[src/rtl/core/cached_nearest_palette_color_top_defines.svh]
// Assertion macros used by the top RTL file of the nearest palette color block.
`ifndef CACHED_NEAREST_PALETTE_COLOR_TOP_DEFINES_SVH
`define CACHED_NEAREST_PALETTE_COLOR_TOP_DEFINES_SVH

`ifndef SYNTHESIS
`define CNPC_ASSERT(label, prop, msg) \
  label: assert property (@(posedge clk) disable iff (rst) prop) else $error(msg);
`define CNPC_ASSERT_NEXT(label, cause, effect, msg) \
  label: assert property (@(posedge clk) disable iff (rst) (cause) |=> (effect)) else $error(msg);
`else
`define CNPC_ASSERT(label, prop, msg)
`define CNPC_ASSERT_NEXT(label, cause, effect, msg)
`endif

`endif

[src/rtl/core/cnpc_ram.sv]
module cnpc_ram #(
  parameter int WIDTH = 8,
  parameter int DEPTH = 16
) (
  input  logic                     clk,
  input  logic                     we,
  input  logic [$clog2(DEPTH)-1:0] waddr,
  input  logic [WIDTH-1:0]         wdata,
  input  logic [$clog2(DEPTH)-1:0] raddr,
  output logic [WIDTH-1:0]         rdata
);

  logic [WIDTH-1:0] mem [DEPTH];

  always_ff @(posedge clk) begin
    if (we) begin
      mem[waddr] <= wdata;
    end
    rdata <= mem[raddr];
  end

endmodule

[config.mk]
export PLATFORM = sky130hd
export DESIGN_NAME = cnpc_ram
export DESIGN_NICKNAME = d
export VERILOG_FILES = /design/src/rtl/core/cached_nearest_palette_color_top_defines.svh /design/src/rtl/core/cnpc_ram.sv
export SDC_FILE = /design/constraint.sdc
export NUM_CORES = 1
export LEC_CHECK = 0
export BUFFER_PORTS_ARGS = -buffer_cell sky130_fd_sc_hd__buf_2
export CORE_AREA = 2 2 105 107
export CTS_CLUSTER_DIAMETER = 50
export DETAILED_ROUTE_END_ITERATION = 16
export DIE_AREA = 0 0 107 109
export GPL_TIMING_DRIVEN = 0
export MAX_ROUTING_LAYER = met4
export PLACE_DENSITY = 0.73
export SYNTH_ARGS = -nofsm -noshare
export SYNTH_HDL_FRONTEND = slang
export SYNTH_SLANG_ARGS = --single-unit
[constraint.sdc]
create_clock -name clk -period 3.9 [get_ports clk]
set_clock_uncertainty 0.15 [all_clocks]
set_input_delay 0.78 -clock clk [delete_from_list [all_inputs] [get_ports clk]]
set_output_delay 0.78 -clock clk [all_outputs]
set_load 0.02 [all_outputs]
# [Yosys cells after proc, flatten, opt, wreduce, memory -nomap -nowiden]
# Memory sizes are Yosys's and may differ from the RTL's. A register that Yosys moved wholly into a read port is not among the register bits.
# Cells that the tools add are included.
# W data, S select, Z words.
[op_classes] n_mux=2
[op_table] operator="$mux W1" count=2
[totals] output_inout_bits=8 mem_bits_rw=128 n_memories=1 regBits=0 input_bits=18 wordCells=3
[mem_list] memory="mem" depth=16 width=8 read_ports=1 rd_clocked_by_memory_dff=1 write_ports=1 line_no="cnpc_ram.sv:13" rtl="logic [WIDTH-1:0] mem [DEPTH];"

# [Longest topological paths before layout]
# Gate-level depths: netlist (run 1).
[depth] ltp_word=2 depth_mapped=5 mapped_depth_nobuf=3

# [Worst setup path after synthesis (run 1)]
# OpenSTA, ideal clock, no wires.
[synth_timing] path_kind="input to register" startpoint="input port waddr[2]" endpoint="memory mem[0][0] (enable)" n_path_buf=0 setup_time_ns=0.383 path_stages=2 t_arrival_ns=1.890 required_time_ns=3.367 setup_slack_ns=1.477 path_cell_list="or3b_2 > nor3_1"
[synth_lines] item="start: declaration" line_no="cnpc_ram.sv:7" rtl="input logic [$clog2(DEPTH)-1:0] waddr,"
[synth_lines] item="end: declaration" line_no="cnpc_ram.sv:13"
# No word-level cell before the write port.

# [Worst setup path after layout (run 1)]
[layout_timing] startpoint="input port waddr[2]" endpoint="memory mem[0][3] (enable)"
# No word-level cell before the write port.

==> results of run 1 <==
worst max-delay path, cell delays in order:
cell,delay [ns]
buf_2,0.13
or3b_2,0.52
nor3_1,0.97
final cells by class:
type,count,area (µm²)
sequential,136,4000
clock inverter,14,198
clock buffer,18,418
buffer,10,86.3
multi-input combinational,83,1060
tap,140,175
fill,758,4540
timing repair buffer,25,128
sequential cells by signal, summed over array words and instances (netlist names):
register / flops
mem: 128
rdata: 8
cell usage after synthesis, types with 2 or more instances:
master and count:
edfxtp_1 128, mux4_2 18, a22oi_1 16, mux4_1 14, nor2_1 13, nand2_1 9, dfxtp_1 8, nor3_1 4
buf_2 3, buf_6 3, clkdlybuf4s25_2 3, nand2b_1 2, nand3b_1 2
worst max-delay path by stage:
| stage | startpoint | end | cells past startpoint |
|---|---|---|---|
| 2_1_floorplan | waddr[2] | mem[0][0] | 2 |
| 6_report | waddr[2] | mem[0][3] | 3 |
| 5_1_grt | waddr[2] | mem[0][3] | 3 |
| 3_3_place_gp | waddr[2] | mem[0][7] | 3 |
| 4_1_cts | waddr[2] | mem[0][7] | 3 |
| 3_5_place_dp | waddr[2] | mem[0][0] | 3 |
logic make-up after synthesis:
group	Yosys count
AO/OA/AOI/OAI	16
buffers and inverters	10
multiplexers	32
AND/OR/NAND/NOR	35
flip-flops	136
routing by layer:
metal,part of all wire [%],vias up
met2,49,99
met1,43,1222
met5,0,-
met4,1.9,0
li1,-,1067
met3,6.0,24
placed cells by master, fill, tap and decap left out, types with 4 or more instances in the layout:
cell / instances
edfxtp_1: 128
buf_2: 27
mux4_2: 18
a22oi_1: 16
clkbuf_16: 16
mux4_1: 14
nor2_1: 13
nand2_1: 9
dfxtp_1: 8
nor3_1: 4
bufinv_16: 4
report_power, final:
group / internal [mW] / switching, mW / total (mW)
combinational: 0.0652 / 0.101 / 0.166
clock: 1.04 / 0.613 / 1.66
sequential: 1.63 / 0.00726 / 1.64
total: 2.74 / 0.721 / 3.46
per-stage QoR:
step | cell area [µm²] | utilization (%) | hold slack (ns) | setup slack, ns
CTS | 6060 | 57.1 | 0.489 | 1.49
floorplan | 5150 | - | 0.479 | 1.48
global route | 6070 | 57.2 | 0.501 | 1.35
finish | 6070 | 57.2 | 0.490 | 1.48
detailed placement | 5440 | 51.3 | 0.520 | 0.970
global placement | 5440 | 51.3 | 0.504 | 0.939
==> flow_summary.yaml, run 1 <==
global_route:
  groute.layer.met2.usage_pct: 29.3
  grt_busiest_layer: "met2"
  grt_max_degree: 17
  antenna_found_initial: 0
  grt_use_met1_pct: 25.1
  overflow: 0
  grt_pass1_wl_um: 14700
  grt_pass1_vias: 2435
  grtUsageTotal_pct: 19.1
  met3_usage_pct: 4.90
placement:
  gp_congestion: 0.776
  hpwl_um: 5840
  io_buffers: 24
  placed_cells: 393
worst_setup_path:
  worst-r2r-setup-slack_ns: 2.36
  reg2reg_from: "mem[11][0]"
  cp-end-kind: "flop"
  r2r-end: "rdata[0]"
  criticalPathCategory: "input port to flop"
  crit_path_start_kind: "input port"
  required_ns: 3.88
  r2r_cells: 3
  cp_max_fo: 8
  cp.arrival_ns: 2.40
clock_network:
  cts_max_level: 4
  root_buffer: "clkbuf_8"
  postCtsResizedCells: 0
  clock-sinks: 136
  clockBufferDepth: 2
  cts-buffers-inserted: 17
  post_cts_buffers: 0
  cts-hold-fix-buffers: 0
  cts_tree: "done"
  path_clk_slew_ns: 0.07
  clk_latency_ns: 0.53
pwr:
  powerDensity_mw_per_mm2: 571
  finalPower_mw: 3.46
  ir_drop_mv: 0.268
  power.leakage_nw: 2.04
timing:
  finalCritPeriodShare_pct: 62.2
  slew_viol_final: 0
  finalHoldViolations: 0
  min_period_ns: 2.42
  slew-limit-headroom_pct: 15.6
  setup_viol: 0
  fmax_mhz: 413
  timing.setup.tns_ns: 0
  rsz0062_at_grt: "false"
  tightest_slew_ns: 1.26
finish:
  finalNonFillerCells: 426
  areaGrowthSynthToFinish_pct: 17.8
  diodes: 0
  layout-drive-gt1-share_pct: 29.7
  nets: 291
detailed_routing:
  dr.pass1.iters: 5
  detail-route-antenna-nets: 0
  drt-initial-drc-count: 253
  wl_per_cell_um: 23.0
  viasPerCell: 5.66
  drt_wl_total_um: 9790
  vias: 2412
  route.detailed.drc: 0
synthesis:
  yosysTopAreaCell: "edfxtp_1"
  syn_nets: 247
  synth_seq_cells: 136
  syn_inst: 229
  synth_ff_type: "edfxtp_1"
  async_flop_share_pct: 0
  synth_top_family_by_area: "multiplexers"
  synth.area.mux_share_pct: 15.0
  synth_compound_area_share_pct: 2.33
  ys_types: 19
  synthSimpleGateAreaFrac_pct: 3.18
  synth_xor_area_share_pct: 0
  postSynthAreaPerCell_um2: 22.5
  ys_warn_count: 0
  ys_seq_area_share_pct: 77.8
  yosys.area_share.adder_pct: 0
  synth_area_mm2: 0.00515
  yosys-top-cells-area: "edfxtp_1 75%, mux4_2 7.9%, mux4_1 7.1%, dfxtp_1 3.1%, a22oi_1 2.3%"
  synth_top_area_share_pct: 74.7
  synth_edf_count: 128
die:
  boundaryPins: 26
  die_h_um: 109
  design.die.area_mm2: 0.0117
  die_w_um: 107
  rows: 38
  core_mm2: 0.0106
  start_util_pct: 48.5
hold_path:
  hold_path.class: "input port to flop"
  whs_endpoint: "mem[15][5]"
  whs_path_depth: 1
  hp-start: "wdata[5]"
job:
  cap_violations: 0
outcome:
  outcome: "finished clean"
Power figures use the tool's default switching activity.
==> run 2, diff against run 1 <==
--- a/config.mk
+++ b/config.mk
@@ -5,14 +5,15 @@
 export SDC_FILE = /design/constraint.sdc
 export NUM_CORES = 1
 export LEC_CHECK = 0
+export ABC_AREA = 1
 export BUFFER_PORTS_ARGS = -buffer_cell sky130_fd_sc_hd__buf_2
-export CORE_AREA = 2 2 105 107
+export CORE_AREA = 2 2 111 113
 export CTS_CLUSTER_DIAMETER = 50
 export DETAILED_ROUTE_END_ITERATION = 16
-export DIE_AREA = 0 0 107 109
+export DIE_AREA = 0 0 113 115
 export GPL_TIMING_DRIVEN = 0
 export MAX_ROUTING_LAYER = met4
-export PLACE_DENSITY = 0.73
+export PLACE_DENSITY = 0.75
 export SYNTH_ARGS = -nofsm -noshare
 export SYNTH_HDL_FRONTEND = slang
 export SYNTH_SLANG_ARGS = --single-unit
==> constraint.sdc (replaced) <==
create_clock -name clk -period 2.2 [get_ports clk]
set_clock_uncertainty 0.15 [all_clocks]
set_input_delay 0.44 -clock clk [delete_from_list [all_inputs] [get_ports clk]]
set_output_delay 0.44 -clock clk [all_outputs]
set_load 0.02 [all_outputs]
==> flow_summary.yaml, run 2 <==
outcome:
  outcome: "finished with violations"
  violations: "DRC"
worst_setup_path:
  r2r_cells: 6
  crit_path_start_kind: "input port"
  cp.arrival_ns: 1.62
  cp_max_fo: 8
  required_ns: 2.09
  cp-end-kind: "flop"
  criticalPathCategory: "input port to flop"
global_route:
  grt_pass1_wl_um: 20400
  antenna_found_initial: 0
  grt_pass1_vias: 3782
  grt_max_degree: 17
  overflow: 0
  grtUsageTotal_pct: 22.2
timing:
  setup_viol: 0
  fmax_mhz: 579
  min_period_ns: 1.73
  finalCritPeriodShare_pct: 78.5
  setup_slack_ns: 0.472
  rsz0062_at_grt: "false"
  slew-limit-headroom_pct: 37.5
  finalHoldViolations: 0
  timing.setup.tns_ns: 0
  slew_viol_final: 0
  tightest_slew_ns: 0.934
detailed_routing:
  wl_per_cell_um: 17.9
  detail-route-antenna-nets: 0
  drt_wl_total_um: 13500
  route.detailed.drc: 2
  drt-initial-drc-count: 577
  viasPerCell: 5.27
  vias: 3962
  dr.pass1.iters: 11
finish:
  final_cell_mix: "173 x nand2_1, 128 x edfxtp_1, 100 x inv_1, 97 x nand3_1, 35 x buf_2"
  finalNonFillerCells: 752
  nFillCells: 965
  top_register: "mem"
  diodes: 0
  design_area_mm2: 0.00662
  reg_top3: "mem: 128 flops, rdata: 8 flops"
  largest_reg_flops: 128
  layout-drive-gt1-share_pct: 12.4
  areaGrowthSynthToFinish_pct: 14.9
  final_common_cell: "nand2_1"
  nets: 610
job:
  cap_violations: 0
die:
  die_w_um: 113
  rows: 40
  design.die.area_mm2: 0.0130
  boundaryPins: 26
  start_util_pct: 48.8
  core_mm2: 0.0118
  die_h_um: 115
clock_network:
  cts-buffers-inserted: 17
  cts_max_level: 4
  clockBufferDepth: 2
  cts-hold-fix-buffers: 0
  cts_tree: "done"
  clock-sinks: 136
  clk_latency_ns: 0.42
  postCtsResizedCells: 0
  root_buffer: "clkbuf_16"
  post_cts_buffers: 0
  path_clk_slew_ns: 0.06
synthesis:
  ys_types: 12
  synth_edf_count: 128
  async_flop_share_pct: 0
  postSynthAreaPerCell_um2: 10.5
  ys_seq_area_share_pct: 69.4
  ys_warn_count: 0
  synth_area_mm2: 0.00577
  syn_nets: 569
  yosysMostFrequentCell: "nand2_1"
  synth_commonest_cells: "173 x nand2_1, 128 x edfxtp_1, 100 x inv_1"
  yosysTopAreaCell: "edfxtp_1"
  synth_seq_cells: 136
  syn_inst: 551
  yosys-top-cells-area: "edfxtp_1 67%, nand2_1 11%, nand3_1 8.4%, inv_1 6.5%, dfxtp_1 2.8%"
  synth_ff_type: "edfxtp_1"
  synth_top_area_share_pct: 66.7
placement:
  gp_congestion: 0.943
  dp_slack_ns: 0.134
  hpwl_um: 8460
  placed_cells: 720
  io_buffers: 22
  placed_area_mm2: 0.00606
hold_path:
  hold_path.class: "input port to flop"
  whs_path_depth: 1
pwr:
  powerDensity_mw_per_mm2: 904
  ir_drop_mv: 0.422
  power.leakage_nw: 2.87
-- run 2: layout make-up --
type / count / area, µm² / share of cell area, %
Buffer: 24 / 166 / 2.51
Clock buffer: 18 / 429 / 6.48
Clock inverter: 14 / 134 / 2.02
Inverter: 102 / 383 / 5.78
Multi-Input combinational cell: 289 / 1210 / 18.3
Sequential cell: 136 / 4000 / 60.4
Tap cell: 147 / 184 / 2.78
Timing Repair Buffer: 22 / 110 / 1.66
-- run 2: layer usage --
| layer | track usage, % | share of wire [%] |
|---|---|---|
| met5 | - | 0 |
| met4 | 13.3 | 4.4 |
| met3 | 4.43 | 9.8 |
| met2 | 32.6 | 45 |
| met1 | 28.9 | 40 |
-- run 2: critical path: stages --
cell and delay, ns:
buf_2 0.12, nand3b_1 0.29, nor2_1 0.77
-- run 2: cells by family after synthesis --
| group | count (synthesis) | share of synthesized area (%) |
|---|---|---|
| and+or+nand+nor | 289 | 21.0 |
| DFF | 136 | 69.4 |
| buffers and inverters | 126 | 9.52 |
-- run 2: final timing paths --
path | to | start | slack [ns]
max reg2reg | rdata[2] | mem[5][2] | 0.99
max | mem[6][1] | waddr[3] | 0.47
min | mem[15][4] | wdata[4] | 0.29
min reg2reg | rdata[0] | mem[9][0] | 0.56
-- run 2: per-stage QoR --
stage	power [mW]	util, %	hold WS, ns
3_3_place_gp	3.34	51.3	0.513
5_1_grt	6.13	56.1	0.287
4_1_cts	5.99	56.1	0.282
6_report	5.99	56.1	0.295
2_1_floorplan	3.19	-	0.389
3_5_place_dp	3.35	51.3	0.530
-- run 2: power breakdown --
part	switching (mW)	internal [mW]
Sequential	0.0148	2.90
Clock	1.03	1.65
Combinational	0.283	0.111
==> run 3, diff against run 2 <==
==> constraint.sdc (replaced) <==
create_clock -name clk -period 1.4 [get_ports clk]
set_clock_uncertainty 0.15 [all_clocks]
set_input_delay 0.28 -clock clk [delete_from_list [all_inputs] [get_ports clk]]
set_output_delay 0.28 -clock clk [all_outputs]
set_load 0.02 [all_outputs]
==> flow_summary.yaml, run 3 (synthesis results as in run 2) <==
outcome:
  outcome: "finished with violations"
  violations: "DRC, setup timing"
clock_network:
  post_cts_buffers: 0
  root_buffer: "clkbuf_16"
  clockBufferDepth: 2
  cts-hold-fix-buffers: 0
  cts-buffers-inserted: 17
  clock-sinks: 136
  clk_latency_ns: 0.42
  cts_tree: "done"
  cts_max_level: 4
  path_clk_slew_ns: 0.06
finish:
  areaGrowthSynthToFinish_pct: 15.1
  final_cell_mix: "173 x nand2_1, 128 x edfxtp_1, 100 x inv_1, 97 x nand3_1, 35 x buf_2"
  diodes: 0
  largest_reg_flops: 128
  nets: 610
  final_common_cell: "nand2_1"
  reg_top3: "mem: 128 flops, rdata: 8 flops"
  final_core_util_pct: 56.2
  top_register: "mem"
  layout-drive-gt1-share_pct: 13.4
timing:
  min_period_ns: 1.60
  setup_slack_ns: -0.205
  tightest_slew_ns: 0.915
  finalHoldViolations: 0
  slew_viol_final: 0
  setup_viol: 32
  finalCritPeriodShare_pct: 115
  slew-limit-headroom_pct: 38.8
  fmax_mhz: 623
  rsz0062_at_grt: "true"
placement:
  io_buffers: 22
  dp_slack_ns: -0.506
  hpwl_um: 8460
  gp_congestion: 0.943
worst_setup_path:
  cp-end-kind: "flop"
  reg2reg_from: "mem[5][2]"
  crit_path_start_kind: "input port"
  cp.arrival_ns: 1.49
  worst-r2r-setup-slack_ns: 0.19
  required_ns: 1.29
  r2r_cells: 6
  cp_max_fo: 8
  criticalPathCategory: "input port to flop"
  r2r-end: "rdata[2]"
pwr:
  finalPower_mw: 9.41
  powerDensity_mw_per_mm2: 1420
  power.leakage_nw: 2.87
  ir_drop_mv: 0.693
detailed_routing:
  viasPerCell: 5.22
  detail-route-antenna-nets: 0
  drt-initial-drc-count: 461
  vias: 3924
  drt_wl_total_um: 13400
  dr.pass1.iters: 11
  wl_per_cell_um: 17.8
  route.detailed.drc: 2
hold_path:
  whs_endpoint: "mem[13][1]"
  hp-start: "wdata[1]"
  hold_path.class: "input port to flop"
  whs_path_depth: 1
die:
  die_w_um: 113
  rows: 40
  die_h_um: 115
  boundaryPins: 26
  core_mm2: 0.0118
  design.die.area_mm2: 0.0130
  start_util_pct: 48.8
global_route:
  grt_pass1_vias: 3782
  grt_max_degree: 17
  antenna_found_initial: 0
  grt_pass1_wl_um: 20400
  overflow: 0
  grtUsageTotal_pct: 22.2
job:
  cap_violations: 0
## run 3: cell types whose count changed in the layout (fill, tap and decap cells not counted)
cell    before  now
nor2_1      17   11
nor2_2       0    6
## run 3: worst max path at each step
stage	slack, ns	end	start
after floorplan	0.02	mem[4][0]	waddr[3]
after global placement	-0.46	mem[6][2]	waddr[3]
after detailed placement	-0.51	mem[7][2]	waddr[3]
after CTS	-0.11	mem[7][0]	waddr[3]
after global routing	-0.16	mem[6][1]	waddr[3]
final	-0.20	mem[6][1]	waddr[3]
## run 3: layer usage
layer  share of wire [%]  GRT usage, %  vias up
li1                    -             -     1857
met1                  41          28.9     1789
met2                  45          32.6      231
met3                 8.8          4.43       47
met4                 4.7          13.3        0
met5                   0             -        -
## run 3: timing repair
action | in CTS | in global routing
gates resized for setup | 1 | 5
endpoints found under the setup margin | 40 | 64
pin swaps | 0 | 0
## run 3: power by group
| group | switching [mW] | internal [mW] | total (mW) |
|---|---|---|---|
| Clock | 1.63 | 2.59 | 4.21 |
| Sequential | 0.0230 | 4.55 | 4.58 |
| Combinational | 0.445 | 0.176 | 0.621 |
## run 3: area by class of cell
| type | instances | area (µm²) |
|---|---|---|
| buffer | 24 | 166 |
| clock buffer | 18 | 429 |
| clock inverter | 14 | 134 |
| fill | 959 | 5170 |
| inverter | 102 | 383 |
| multi-input combinational | 289 | 1230 |
| sequential | 136 | 4000 |
| tap | 147 | 184 |
| timing repair buffer | 22 | 110 |
## run 3: metrics by stage
| stage | std cells | instance area [µm²] | TNS (ns) | hold slack, ns |
|---|---|---|---|---|
| after floorplan | 551 | 5770 | 0 | 0.229 |
| after global placement | 720 | 6060 | -45.54 | 0.513 |
| after detailed placement | 720 | 6060 | -49.36 | 0.530 |
| after CTS | 752 | 6630 | -2.42 | 0.122 |
| after global routing | 752 | 6640 | -3.82 | 0.127 |
| final | 752 | 6640 | -4.90 | 0.132 |
## run 3: critical path, cell delays in order
cell      delay [ns]
buf_2           0.12
nand3b_1        0.31
nor2_1          0.78
