## src/rtl/core/cached_nearest_palette_color_top_defines.svh

```systemverilog
// Assertion macros used by the top RTL file of the nearest palette color block.
`ifndef CACHED_NEAREST_PALETTE_COLOR_TOP_DEFINES_SVH
`define CACHED_NEAREST_PALETTE_COLOR_TOP_DEFINES_SVH

`ifndef SYNTHESIS
`define CNPC_ASSERT(label, prop, msg) \
  label: assert property (@(posedge clk) disable iff (rst) prop) else $error(msg);
`define CNPC_ASSERT_NEXT(label, cause, effect, msg) \
  label: assert property (@(posedge clk) disable iff (rst) (cause) |=> (effect)) else $error(msg);
`else
`define CNPC_ASSERT(label, prop, msg)
`define CNPC_ASSERT_NEXT(label, cause, effect, msg)
`endif

`endif

```

## src/rtl/core/cnpc_pkg.sv

```systemverilog
package cnpc_pkg;

  localparam int CACHE_ENTRIES   = 32;
  localparam int PALETTE_ENTRIES = 256;
  localparam int SWAP_ABOVE      = 4;
  localparam int LFSR_BITS       = 15;
  localparam int COMP_W          = 6;
  localparam int IDX_W           = 8;
  localparam int CFG_W           = 8;

  localparam int CACHE_AW = $clog2(CACHE_ENTRIES);
  localparam int FILL_W   = $clog2(CACHE_ENTRIES + 1);
  localparam int PAL_AW   = $clog2(PALETTE_ENTRIES);
  localparam int DIST_W   = 2 * COMP_W + 2;

  localparam logic [CFG_W-1:0]     LAST_INDEX_RESET = 8'd253;
  localparam logic [LFSR_BITS-1:0] LFSR_RESET       = 15'd1;

  localparam logic KIND_WRITE  = 1'b0;
  localparam logic KIND_LOOKUP = 1'b1;

  typedef struct packed {
    logic [COMP_W-1:0] r;
    logic [COMP_W-1:0] g;
    logic [COMP_W-1:0] b;
  } color_t;

  typedef struct packed {
    color_t            color;
    logic [PAL_AW-1:0] idx;
  } cache_entry_t;

  typedef enum logic [5:0] {
    ST_IDLE  = 6'b000001,
    ST_CSCAN = 6'b000010,
    ST_SWAP  = 6'b000100,
    ST_PSCAN = 6'b001000,
    ST_STORE = 6'b010000,
    ST_EMIT  = 6'b100000
  } state_t;

endpackage

```

## src/rtl/core/cnpc_dist.sv

```systemverilog
module cnpc_dist (
  input  cnpc_pkg::color_t              query,
  input  cnpc_pkg::color_t              entry,
  output logic [cnpc_pkg::DIST_W-1:0]   sq_dist
);

  logic [cnpc_pkg::COMP_W-1:0]   dr, dg, db;
  logic [2*cnpc_pkg::COMP_W-1:0] sr, sg, sb;

  assign dr = (query.r > entry.r) ? query.r - entry.r : entry.r - query.r;
  assign dg = (query.g > entry.g) ? query.g - entry.g : entry.g - query.g;
  assign db = (query.b > entry.b) ? query.b - entry.b : entry.b - query.b;

  assign sr = dr * dr;
  assign sg = dg * dg;
  assign sb = db * db;

  assign sq_dist = cnpc_pkg::DIST_W'(sr) + cnpc_pkg::DIST_W'(sg) + cnpc_pkg::DIST_W'(sb);

endmodule

```

## config.mk

```make
export PLATFORM = sky130hd
export DESIGN_NAME = cnpc_dist
export DESIGN_NICKNAME = d
export VERILOG_FILES = /design/src/rtl/core/cached_nearest_palette_color_top_defines.svh /design/src/rtl/core/cnpc_pkg.sv /design/src/rtl/core/cnpc_dist.sv
export SDC_FILE = /design/constraint.sdc
export NUM_CORES = 1
export LEC_CHECK = 0
export BUFFER_PORTS_ARGS = -buffer_cell sky130_fd_sc_hd__buf_2
export CELL_PAD_IN_SITES_DETAIL_PLACEMENT = 1
export CELL_PAD_IN_SITES_GLOBAL_PLACEMENT = 1
export CORE_MARGIN = 4
export CORE_UTILIZATION = 47
export DETAILED_ROUTE_END_ITERATION = 10
export PLACE_DENSITY_LB_ADDON = 0.1
export SYNTH_ARGS = -nofsm -noshare
export SYNTH_HDL_FRONTEND = slang
export SYNTH_SLANG_ARGS = --single-unit
```

## constraint.sdc

```tcl
create_clock -name vclk -period 9.1
set_clock_uncertainty 0.1 [all_clocks]
set_input_delay 0.91 -clock vclk [all_inputs]
set_output_delay 0.91 -clock vclk [all_outputs]
set_load 0.005 [all_outputs]
```

**Yosys cells after proc, flatten, opt, wreduce, memory -nomap -nowiden**

Index checks and enable logic that the tools add are counted.

- Add/sub/neg operators: 8
- $mul: 3
- $lt $le $gt $ge: 3
- Mux-type cells: 3

Operators by type and width:

| operator | count |
|---|---|
| $mul A6 B6 Y12 | 3 |
| $sub A6 B6 Y6 | 6 |
| $gt A6 B6 Y1 | 3 |
| $mux W6 | 3 |
| $add A13 B12 Y14 | 1 |
| $add A12 B12 Y13 | 1 |

- Bits in registers: 0
- Input bits: 36
- Output and inout port bits: 14

**Depth between registers and ports, before layout**

Gate-level depths: netlist (run 1).

- Word-level depth: 5
- Depth in mapped cells: 31
- Mapped depth without buffers: 29

**Least setup slack after synthesis (run 1)**

OpenSTA, ideal clock, no wires.

- Path type: input -> output
- Start point: input query[6] (netlist name)
- End point: output sq_dist[12] (netlist name)
- Arrival: 7541 ps
- Path slack: 549 ps
- Stages: 29
- Path buffers: 0
- Cells stage by stage: inv_1 -> ha_1 -> inv_1 -> fa_1 -> a211oi_1 -> nor2_1 -> o221ai_4 -> mux2i_1 -> xor2_1 -> inv_2 -> nand2b_1 -> fa_1 -> fa_1 -> inv_1 -> fa_1 -> inv_1 -> fa_1 -> inv_1 -> fa_1 -> inv_1 -> fa_1 -> inv_1 -> ha_1 -> inv_1 -> o21ai_1 -> a2111oi_0 -> o31ai_1 -> a21oi_1 -> xnor2_1

- Word-level cells in the longest chain between the ends: 5
- Elaborated cells on any way between the ends: 7
- Those cells by class: add/sub (4); mul (1); order compare (1); mux (1)

RTL lines:

| element | line | text |
|---|---|---|
| from (decl) | cnpc_dist.sv:2 | `input cnpc_pkg::color_t query,` |
| $sub A6 B6 Y6 / $gt A6 B6 Y1 (equally long branches) | cnpc_dist.sv:11 | `assign dg = (query.g > entry.g) ? query.g - entry.g : entry.g - query.g;` |
| $mux W6 (*) | cnpc_dist.sv:11 |  |
| $mul A6 B6 Y12 (*) | cnpc_dist.sv:15 | `assign sg = dg * dg;` |
| $add A12 B12 Y13 (*) | cnpc_dist.sv:18 | `assign sq_dist = cnpc_pkg::DIST_W'(sr) + cnpc_pkg::DIST_W'(sg) + cnpc_pkg::DIST_W'(sb);` |
| $add A13 B12 Y14 (*) | cnpc_dist.sv:18 |  |
| to (decl) | cnpc_dist.sv:4 | `output logic [cnpc_pkg::DIST_W-1:0] sq_dist` |

Mark *: on every way between the ends. The rest lies on a longest branch, timed or not.

**Worst setup path in the final report (run 1)**

Same ends and word-level chain as after synthesis.

==> results of run 1 <==
==> cell type report <==
class,count,area [um2]
multi-input combinational,403,4130
fill,1208,4080
inverter,148,556
timing repair buffer,76,454
tap,129,161
==> metal layers <==
layer / vias up / GRT usage [%]
met4: 0 / 2.83
met3: 18 / 0.421
met2: 61 / 40.2
met1: 2022 / 28.2
met5: - / 0
li1: 1959 / -
==> path summary, 6_finish.rpt <==
check / cells past startpoint / slack, ns / to / startpoint
worst min-delay path: 5 / 2.41 / sq_dist[0] / entry[6]
worst max-delay path: 32 / 0.40 / sq_dist[12] / query[6]
==> per-stage QoR <==
stage                     cells  utilization [%]  instance area, um2  setup TNS (ns)
after global placement      751             54.2                5080               0
final                       756             56.5                5300               0
after CTS                   751             54.3                5090               0
after floorplan             565                -                4600               0
after detailed placement    751             54.2                5080         -0.0108
after global routing        756             56.5                5300         -0.0313
==> timing repair <==
action	CTS	global route
pin swaps	0	11
setup endpoints to repair	2	4
setup buffers	0	5
resized for setup	2	37
==> cells by family (layout without fill, tap and decap cells) <==
| family | count (synthesis) | count (layout) | synth area share [%] |
|---|---|---|---|
| AOI/OAI and AO/OA | 125 | 125 | 19.9 |
| xor gates and xnor gates | 25 | 25 | 4.76 |
| adders and majority gates | 137 | 137 | 48.1 |
| buffers and inverters | 162 | 224 | 13.9 |
| muxes | 6 | 6 | 1.31 |
| and+or+nand+nor | 110 | 110 | 12.0 |
==> layout by cell type, fill, tap and decap left out, drive strengths merged, types with 6 or more instances in the layout <==
| master | n |
|---|---|
| inv | 148 |
| buf | 75 |
| ha | 71 |
| fa | 66 |
| a21oi | 38 |
| nand2 | 29 |
| nor2 | 28 |
| xnor2 | 18 |
| nand2b | 12 |
| o21ai | 12 |
| and2 | 10 |
| a21o | 9 |
| a22oi | 9 |
| a211oi | 9 |
| nor2b | 9 |
| or2 | 8 |
| xor2 | 7 |
| a221oi | 7 |
| mux2i | 6 |
==> tightest hold or removal path, cell delays in order <==
cell and delay [ns]:
buf_2 0.09, ha_1 0.25, fa_1 0.20, inv_1 0.03
buf_2 0.11
==> run_results.csv, run 1 <==
group,metric,value,unit
die,fp-row-count,35,
placement,io_buffers,50,
clocking,cts_hold_buffers,0,
yosys,post_synth.cell_area_avg,8.14,um2
sta,maximum_clock_rate,0.115,GHz
sta,final.period_utilization,95.7,%
drt,detailedRoute.firstPassIterationCount,4,
yosys,synth.largest_area_cell,"fa_1",
drt,wl_met2,6130,um
yosys,yosys.cell_types.count,57,
layout,n_clock_buffer,0,
setup_path,number_of_buffers_and_inverters_on_the_critical_path,11,
die,dieHeight,107,um
sta,period_minus_slack,8.70,ns
layout,area_added_between_synthesis_and_finish,15.2,%
drt,wl_per_cell,15.9,um
grt,grt_pass1_wl,20300,um
drt,route.detailed.drc,0,
layout,drive_above_1_share,18.8,%
run,timing.max_cap.violations,0,
sta,report.final.setup_viol,0,
hold_path,timing.hold.worst.class,"in -> out",
outcome,run_status,"finished clean",
setup_path,setup.worst_path.end_class,"primary output",
sta,finalMaxSlewViolations,0,
yosys,yosysWarningCount,0,
setup_path,critical_path_peak_fanout,4,
grt,grt_pass1_vias,4429,
yosys,post_synth_instance_area,0.00460,mm2
yosys,yosysTopAreaCellShare,28.7,%
drt,drt-vias-per-instance,5.37,
drt,antenna_violating_nets_post_route,0,
sta,finalHoldWorstSlack,2.41,ns
sta,worst_slew_pin_slew,0.614,ns
sta,maxSlewHeadroom,58.7,%
setup_path,worst-setup-path-type,"in -> out",
yosys,seq_area_frac_synth,0,%
yosys,synth_cells,565,
drt,met3WireLength,319,um
setup_path,critical-path-slowest-cell,"fa_1",
die,io_pins,50,
layout,register_area,0,um2
setup_path,cpLargestDelayFamily,"adder cells",
yosys,synthesis.nets,738,
placement,globalplace.congestion,0.837,
sta,timing.final.ws_setup,0.395,ns
grt,antenna_found_initial,0,
setup_path,critical-path-top-cell-by-count,"inv_1",
drt,route.top_layer_used,"met4",
die,die_w,107,um
drt,finalWirelength,12000,um
layout,n_antenna_cell,0,
die,start_util,49.1,%
grt,largest_net_degree_at_the_start_of_global_routing,15,
drt,initialDrtViolationCount,102,
setup_path,cp.arrival,7.69,ns
placement,dpl.hpwl,10600,um
setup_path,critical_path.startpoint_type,"input port",
setup_path,max_stage_delay,0.55,ns
drt,route.vias.total,4060,
die,dieArea,0.0114,mm2
placement,worst_slack_after_detailed_placement,-0.0108,ns
drt,length_of_routed_wiring_on_met1,5300,um
grt,grt_use_total,21.4,%
layout,sequential_cell_total,0,
yosys,most_numerous_cell_in_the_yosys_netlist,"inv_1",
layout,final_net_count,802,
sta,finalHoldViolations,0,
yosys,largest_cells_by_area_after_synthesis,"fa_1, ha_1, inv_1, a21oi_1, xnor2_1",
die,fp.coreArea,0.00937,mm2
yosys,ys_top_cells_by_count,"inv_1, ha_1, fa_1, a21oi_1, nand2_1",
setup_path,worst_endpoint_required_time,8.09,ns
grt,overflow,0,
Power of run 1 is left out: the tool's default activity adds up to more than one toggle a clock period on the data nets, which glitch-free logic cannot reach.
==> inputs of run 2 (changes only) <==
--- a/config.mk
+++ b/config.mk
@@ -8,10 +8,11 @@
 export BUFFER_PORTS_ARGS = -buffer_cell sky130_fd_sc_hd__buf_2
 export CELL_PAD_IN_SITES_DETAIL_PLACEMENT = 1
 export CELL_PAD_IN_SITES_GLOBAL_PLACEMENT = 1
-export CORE_MARGIN = 4
 export CORE_UTILIZATION = 47
 export DETAILED_ROUTE_END_ITERATION = 10
+export GPL_TIMING_DRIVEN = 0
 export PLACE_DENSITY_LB_ADDON = 0.1
+export RECOVER_POWER = 100
 export SYNTH_ARGS = -nofsm -noshare
 export SYNTH_HDL_FRONTEND = slang
 export SYNTH_SLANG_ARGS = --single-unit
==> run 2 against run 1 <==
  * Global-route usage rose by 3.0 points
  * First-iteration DRC count fell by 36%
  * Routed wire length rose by 2.6%
  * Non-clock buffer count did not move
  * Largest cell class unchanged
  * Core utilization rose by 0.080 points
  * Highest routed layer unchanged
  * Via count barely moved
  * Worst setup slack got worse by 0.14 ns
==> run_results.csv, run 2 (synthesis results as in run 1) <==
group,metric,value,unit
grt,overflow,0,
die,start_util,49.1,%
drt,finalWirelength,12300,um
placement,globalplace.congestion,0.842,
layout,register_area,0,um2
die,io_pins,50,
sta,finalMaxSlewViolations,0,
layout,final_net_count,802,
sta,maxSlewHeadroom,56.9,%
sta,period_minus_slack,8.85,ns
layout,layout.filler_cells,1213,
run,timing.max_cap.violations,0,
placement,dpl.hpwl,10100,um
die,fp.coreArea,0.00937,mm2
setup_path,number_of_buffers_and_inverters_on_the_critical_path,10,
layout,postLayoutCellArea,0.00530,mm2
layout,multi_input_comb_area,0.00415,mm2
setup_path,critical-path-top-cell-by-count,"fa_1",
die,die_w,101,um
grt,largest_net_degree_at_the_start_of_global_routing,11,
setup_path,cpLargestDelayFamily,"adder cells",
drt,antenna_violating_nets_post_route,0,
setup_path,setup.worst_path.end_class,"primary output",
layout,final_common_cell,"inv_1",
hold_path,timing.hold.worst_endpoint,"sq_dist[0]",
sta,report.final.setup_viol,0,
drt,route.detailed.drc,0,
setup_path,critical-path-slowest-cell,"fa_1",
sta,worst_slew_pin_slew,0.646,ns
setup_path,critical_path_peak_fanout,5,
grt,grt_pass1_vias,4326,
drt,detailedRoute.firstPassIterationCount,4,
sta,final.period_utilization,97.2,%
die,dieArea,0.0102,mm2
die,fp-row-count,35,
drt,wl_per_cell,16.3,um
setup_path,critical_path.startpoint_type,"input port",
die,dieHeight,101,um
layout,n_clock_buffer,0,
hold_path,start_point_of_the_worst_min_delay_path,"entry[6]",
drt,drt-vias-per-instance,5.37,
drt,route.vias.total,4058,
layout,sequential_cell_total,0,
layout,most-common-layout-cells,"inv_1, ha_1, fa_1, buf_2, a21oi_1",
placement,dpl.cell_count,744,
setup_path,max_stage_delay,0.55,ns
hold_path,timing.hold.worst.class,"in -> out",
hold_path,hold_depth,5,
grt,grt_use_total,24.4,%
grt,antenna_found_initial,0,
layout,drive_above_1_share,19.5,%
drt,initialDrtViolationCount,65,
outcome,run_status,"finished clean",
layout,area_added_between_synthesis_and_finish,15.3,%
setup_path,cp.arrival,7.84,ns
setup_path,worst_endpoint_required_time,8.09,ns
sta,finalHoldViolations,0,
placement,post_dp_cell_area,0.00501,mm2
layout,final_cells,756,
sta,finalHoldWorstSlack,2.34,ns
sta,maximum_clock_rate,0.113,GHz
setup_path,worst-setup-path-type,"in -> out",
grt,grt_pass1_wl,19900,um
layout,n_antenna_cell,0,
placement,io_buffers,50,
## run 2: routing by layer
layer	track usage [%]	routed length [um]	part of all wire, %	vias up
li1	-	-	-	1951
met1	31.5	5360	44	2020
met2	46.4	6390	52	71
met3	1.04	334	2.7	16
met4	2.45	214	1.7	0
met5	0	0	0	-
## run 2: worst max path at each step
| stage | startpoint | end | slack, ns | cells past startpoint |
|---|---|---|---|---|
| floorplan | query[6] | sq_dist[12] | 0.55 | 29 |
| detailed placement | query[6] | sq_dist[12] | -0.59 | 31 |
| CTS | query[0] | sq_dist[12] | 0.03 | 30 |
| global route | query[6] | sq_dist[13] | -0.07 | 31 |
| global placement | query[6] | sq_dist[12] | -0.40 | 31 |
| finish | query[6] | sq_dist[13] | 0.25 | 31 |
## run 2: cell type report
class,instances,share of cell area (%)
multi-input cells,403,78.3
inverters,148,10.5
repair buffers,63,6.58
plain buffers,13,1.63
well taps,129,3.04
## run 2: per-stage QoR
step	setup TNS [ns]	util, %	worst slack, ns
global placement	-1.10	53.5	-0.398
detailed placement	-1.89	53.5	-0.588
global route	-0.0880	56.6	-0.0673
floorplan	0	-	0.549
CTS	0	54.6	0.0336
finish	0	56.6	0.254
## run 2: worst min-delay path, stage by stage
cell	delay, ns
buf_2	0.09
ha_2	0.23
fa_1	0.17
inv_1	0.03
buf_1	0.09
## run 2: timing repair
item | CTS | global route
setup endpoints to repair | 5 | 4
hold buffers | 0 | 0
pin swaps | 8 | 21
gates resized for setup | 15 | 33
setup buffers | 5 | 8
Power of run 2 is left out for the same reason.
==> inputs of run 3 (changes only) <==
--- a/config.mk
+++ b/config.mk
@@ -5,10 +5,11 @@
 export SDC_FILE = /design/constraint.sdc
 export NUM_CORES = 1
 export LEC_CHECK = 0
+export ABC_AREA = 1
 export BUFFER_PORTS_ARGS = -buffer_cell sky130_fd_sc_hd__buf_2
 export CELL_PAD_IN_SITES_DETAIL_PLACEMENT = 1
 export CELL_PAD_IN_SITES_GLOBAL_PLACEMENT = 1
-export CORE_UTILIZATION = 47
+export CORE_UTILIZATION = 45
 export DETAILED_ROUTE_END_ITERATION = 10
 export GPL_TIMING_DRIVEN = 0
 export PLACE_DENSITY_LB_ADDON = 0.1
==> run 3 against run 2 <==
  * Critical path depth is 1 higher
  * Worst hold slack better by 0.11 ns
  * Synthesized cell count rose by 19%
  * Core utilization shrank 6.0 points
  * Via count is 2.0% higher
  * Die area increased by 3.6%
  * Flip-flop and latch count is the same
  * Routed wire length fell by 10%
  * Cell area decreased by 6.3%
  * Cell count rose by 13%
==> run_results.csv, run 3 <==
group,metric,value,unit
layout,sequential_cell_total,0,
layout,area_added_between_synthesis_and_finish,8.80,%
setup_path,worst-setup-path-type,"in -> out",
grt,grt_pass1_vias,4519,
layout,n_antenna_cell,0,
layout,layout.filler_cells,1374,
sta,rsz0062_at_grt,"false",
sta,finalHoldViolations,0,
die,die_w,103,um
drt,initialDrtViolationCount,56,
sta,maximum_clock_rate,0.118,GHz
layout,final_common_cell,"inv_1",
sta,final.setup.tns,0,ns
drt,finalWirelength,11100,um
run,timing.max_cap.violations,0,
layout,register_area,0,um2
yosys,most_numerous_cell_in_the_yosys_netlist,"inv_1",
die,dieHeight,103,um
hold_path,timing.hold.worst.class,"in -> out",
yosys,yosysTopAreaCellShare,28.9,%
sta,final.period_utilization,93.1,%
drt,wl_per_cell,12.9,um
clocking,postCtsSetupRepairBufs,0,
drt,route.detailed.drc,0,
drt,detailedRoute.firstPassIterationCount,4,
yosys,yosysWarningCount,0,
setup_path,cp.arrival,7.46,ns
yosys,yosys.cell_types.count,28,
sta,report.final.setup_viol,0,
placement,globalplace.congestion,0.851,
die,fp-row-count,36,
layout,final_cells,856,
yosys,post_synth.cell_area_avg,6.78,um2
setup_path,critical_path_peak_fanout,7,
hold_path,hold_depth,5,
grt,largest_net_degree_at_the_start_of_global_routing,11,
clocking,cts_repair_resize_count,0,
grt,antenna_found_initial,0,
sta,maxSlewHeadroom,52.0,%
layout,most-common-layout-cells,"inv_1, nand2_1, ha_1, fa_1, nor2_1",
setup_path,worst_endpoint_required_time,8.09,ns
setup_path,setup.worst_path.end_class,"primary output",
sta,worst_slew_pin_slew,0.712,ns
yosys,ys_top_cells_by_count,"inv_1, nand2_1, ha_1, fa_1, nor2_1",
setup_path,critical-path-slowest-cell,"fa_1",
layout,final_core_utilization,50.6,%
layout,n_clock_buffer,0,
sta,period_minus_slack,8.47,ns
yosys,largest_cells_by_area_after_synthesis,"fa_1, ha_1, inv_1, nand2_1, nand3_1",
yosys,synth.largest_area_cell,"fa_1",
die,io_pins,50,
placement,io_buffers,50,
placement,dpl.cell_count,856,
layout,final_net_count,898,
drt,antenna_violating_nets_post_route,0,
yosys,post_synth_instance_area,0.00457,mm2
clocking,cts_hold_buffers,0,
yosys,seq_area_frac_synth,0,%
die,dieArea,0.0106,mm2
setup_path,max_stage_delay,0.55,ns
placement,dpl.hpwl,10400,um
setup_path,critical_path.startpoint_type,"input port",
grt,grt_use_total,22.9,%
drt,route.vias.total,4139,
yosys,synthesis.nets,846,
die,start_util,46.5,%
layout,drive_above_1_share,11.3,%
die,fp.coreArea,0.00982,mm2
outcome,run_status,"finished clean",
yosys,synth_cells,673,
grt,grt_pass1_wl,19300,um
setup_path,critical-path-top-cell-by-count,"inv_1",
sta,finalMaxSlewViolations,0,
grt,overflow,0,
drt,drt-vias-per-instance,4.84,
run 3: cell types whose count changed in the layout (fill, tap and decap cells not counted), sizes merged, moves of 9 or more:
cell	before	now
nand2	29	173
inv	148	192
nand3	4	43
nor2	28	53
buf	72	49
a21oi	38	18
xnor2	18	3
nand2b	12	0
and2	10	0
a211oi	9	0
a22oi	9	0
nor2b	9	0
xor2	7	16
run 3: kinds of logic (layout without fill, tap and decap cells):
kind of cell | count (synthesis) | after routing | synth area share (%)
AOI/OAI and AO/OA | 34 | 34 | 4.25
and+or+nand+nor | 283 | 283 | 26.7
xor gates and xnor gates | 19 | 19 | 3.64
adders and majority gates | 137 | 137 | 48.4
buffers and inverters | 200 | 250 | 17.0
run 3: worst paths after layout:
| kind | start | end |
|---|---|---|
| max | query[6] | sq_dist[12] |
| min | entry[6] | sq_dist[0] |
run 3: critical path: cells and delay by family:
family                     cells  cell delay (ns)
AOI/OAI and AO/OA              3             0.73
adders and majority gates      9             4.05
buffers and inverters         10             0.71
and+or+nand+nor               10             1.04
run 3: stage by stage:
step                      cell area (um2)  setup slack (ns)  hold WS, ns
after floorplan                      4570              1.50         2.12
after global placement               4980             0.775         2.43
after detailed placement             4980             0.705         2.43
after CTS                            4980             0.682         2.43
after global routing                 4970             0.162         2.49
final                                4970             0.632         2.44
run 3: cell type report:
type                            count  area (um2)  area share [%]
Tap cell                          133         166            3.35
Timing Repair Buffer               50         240            4.84
Buffer                              7        53.8            1.08
Multi-Input combinational cell    473        3780            76.1
Inverter                          193         724            14.6
run 3: per-layer routing:
layer / routed length, um / track usage [%]
met1: 4780 / 27.6
met2: 5960 / 46.9
met3: 285 / 0.271
met4: 44 / 0.879
met5: 0 / 0
Power of run 3 is left out for the same reason.
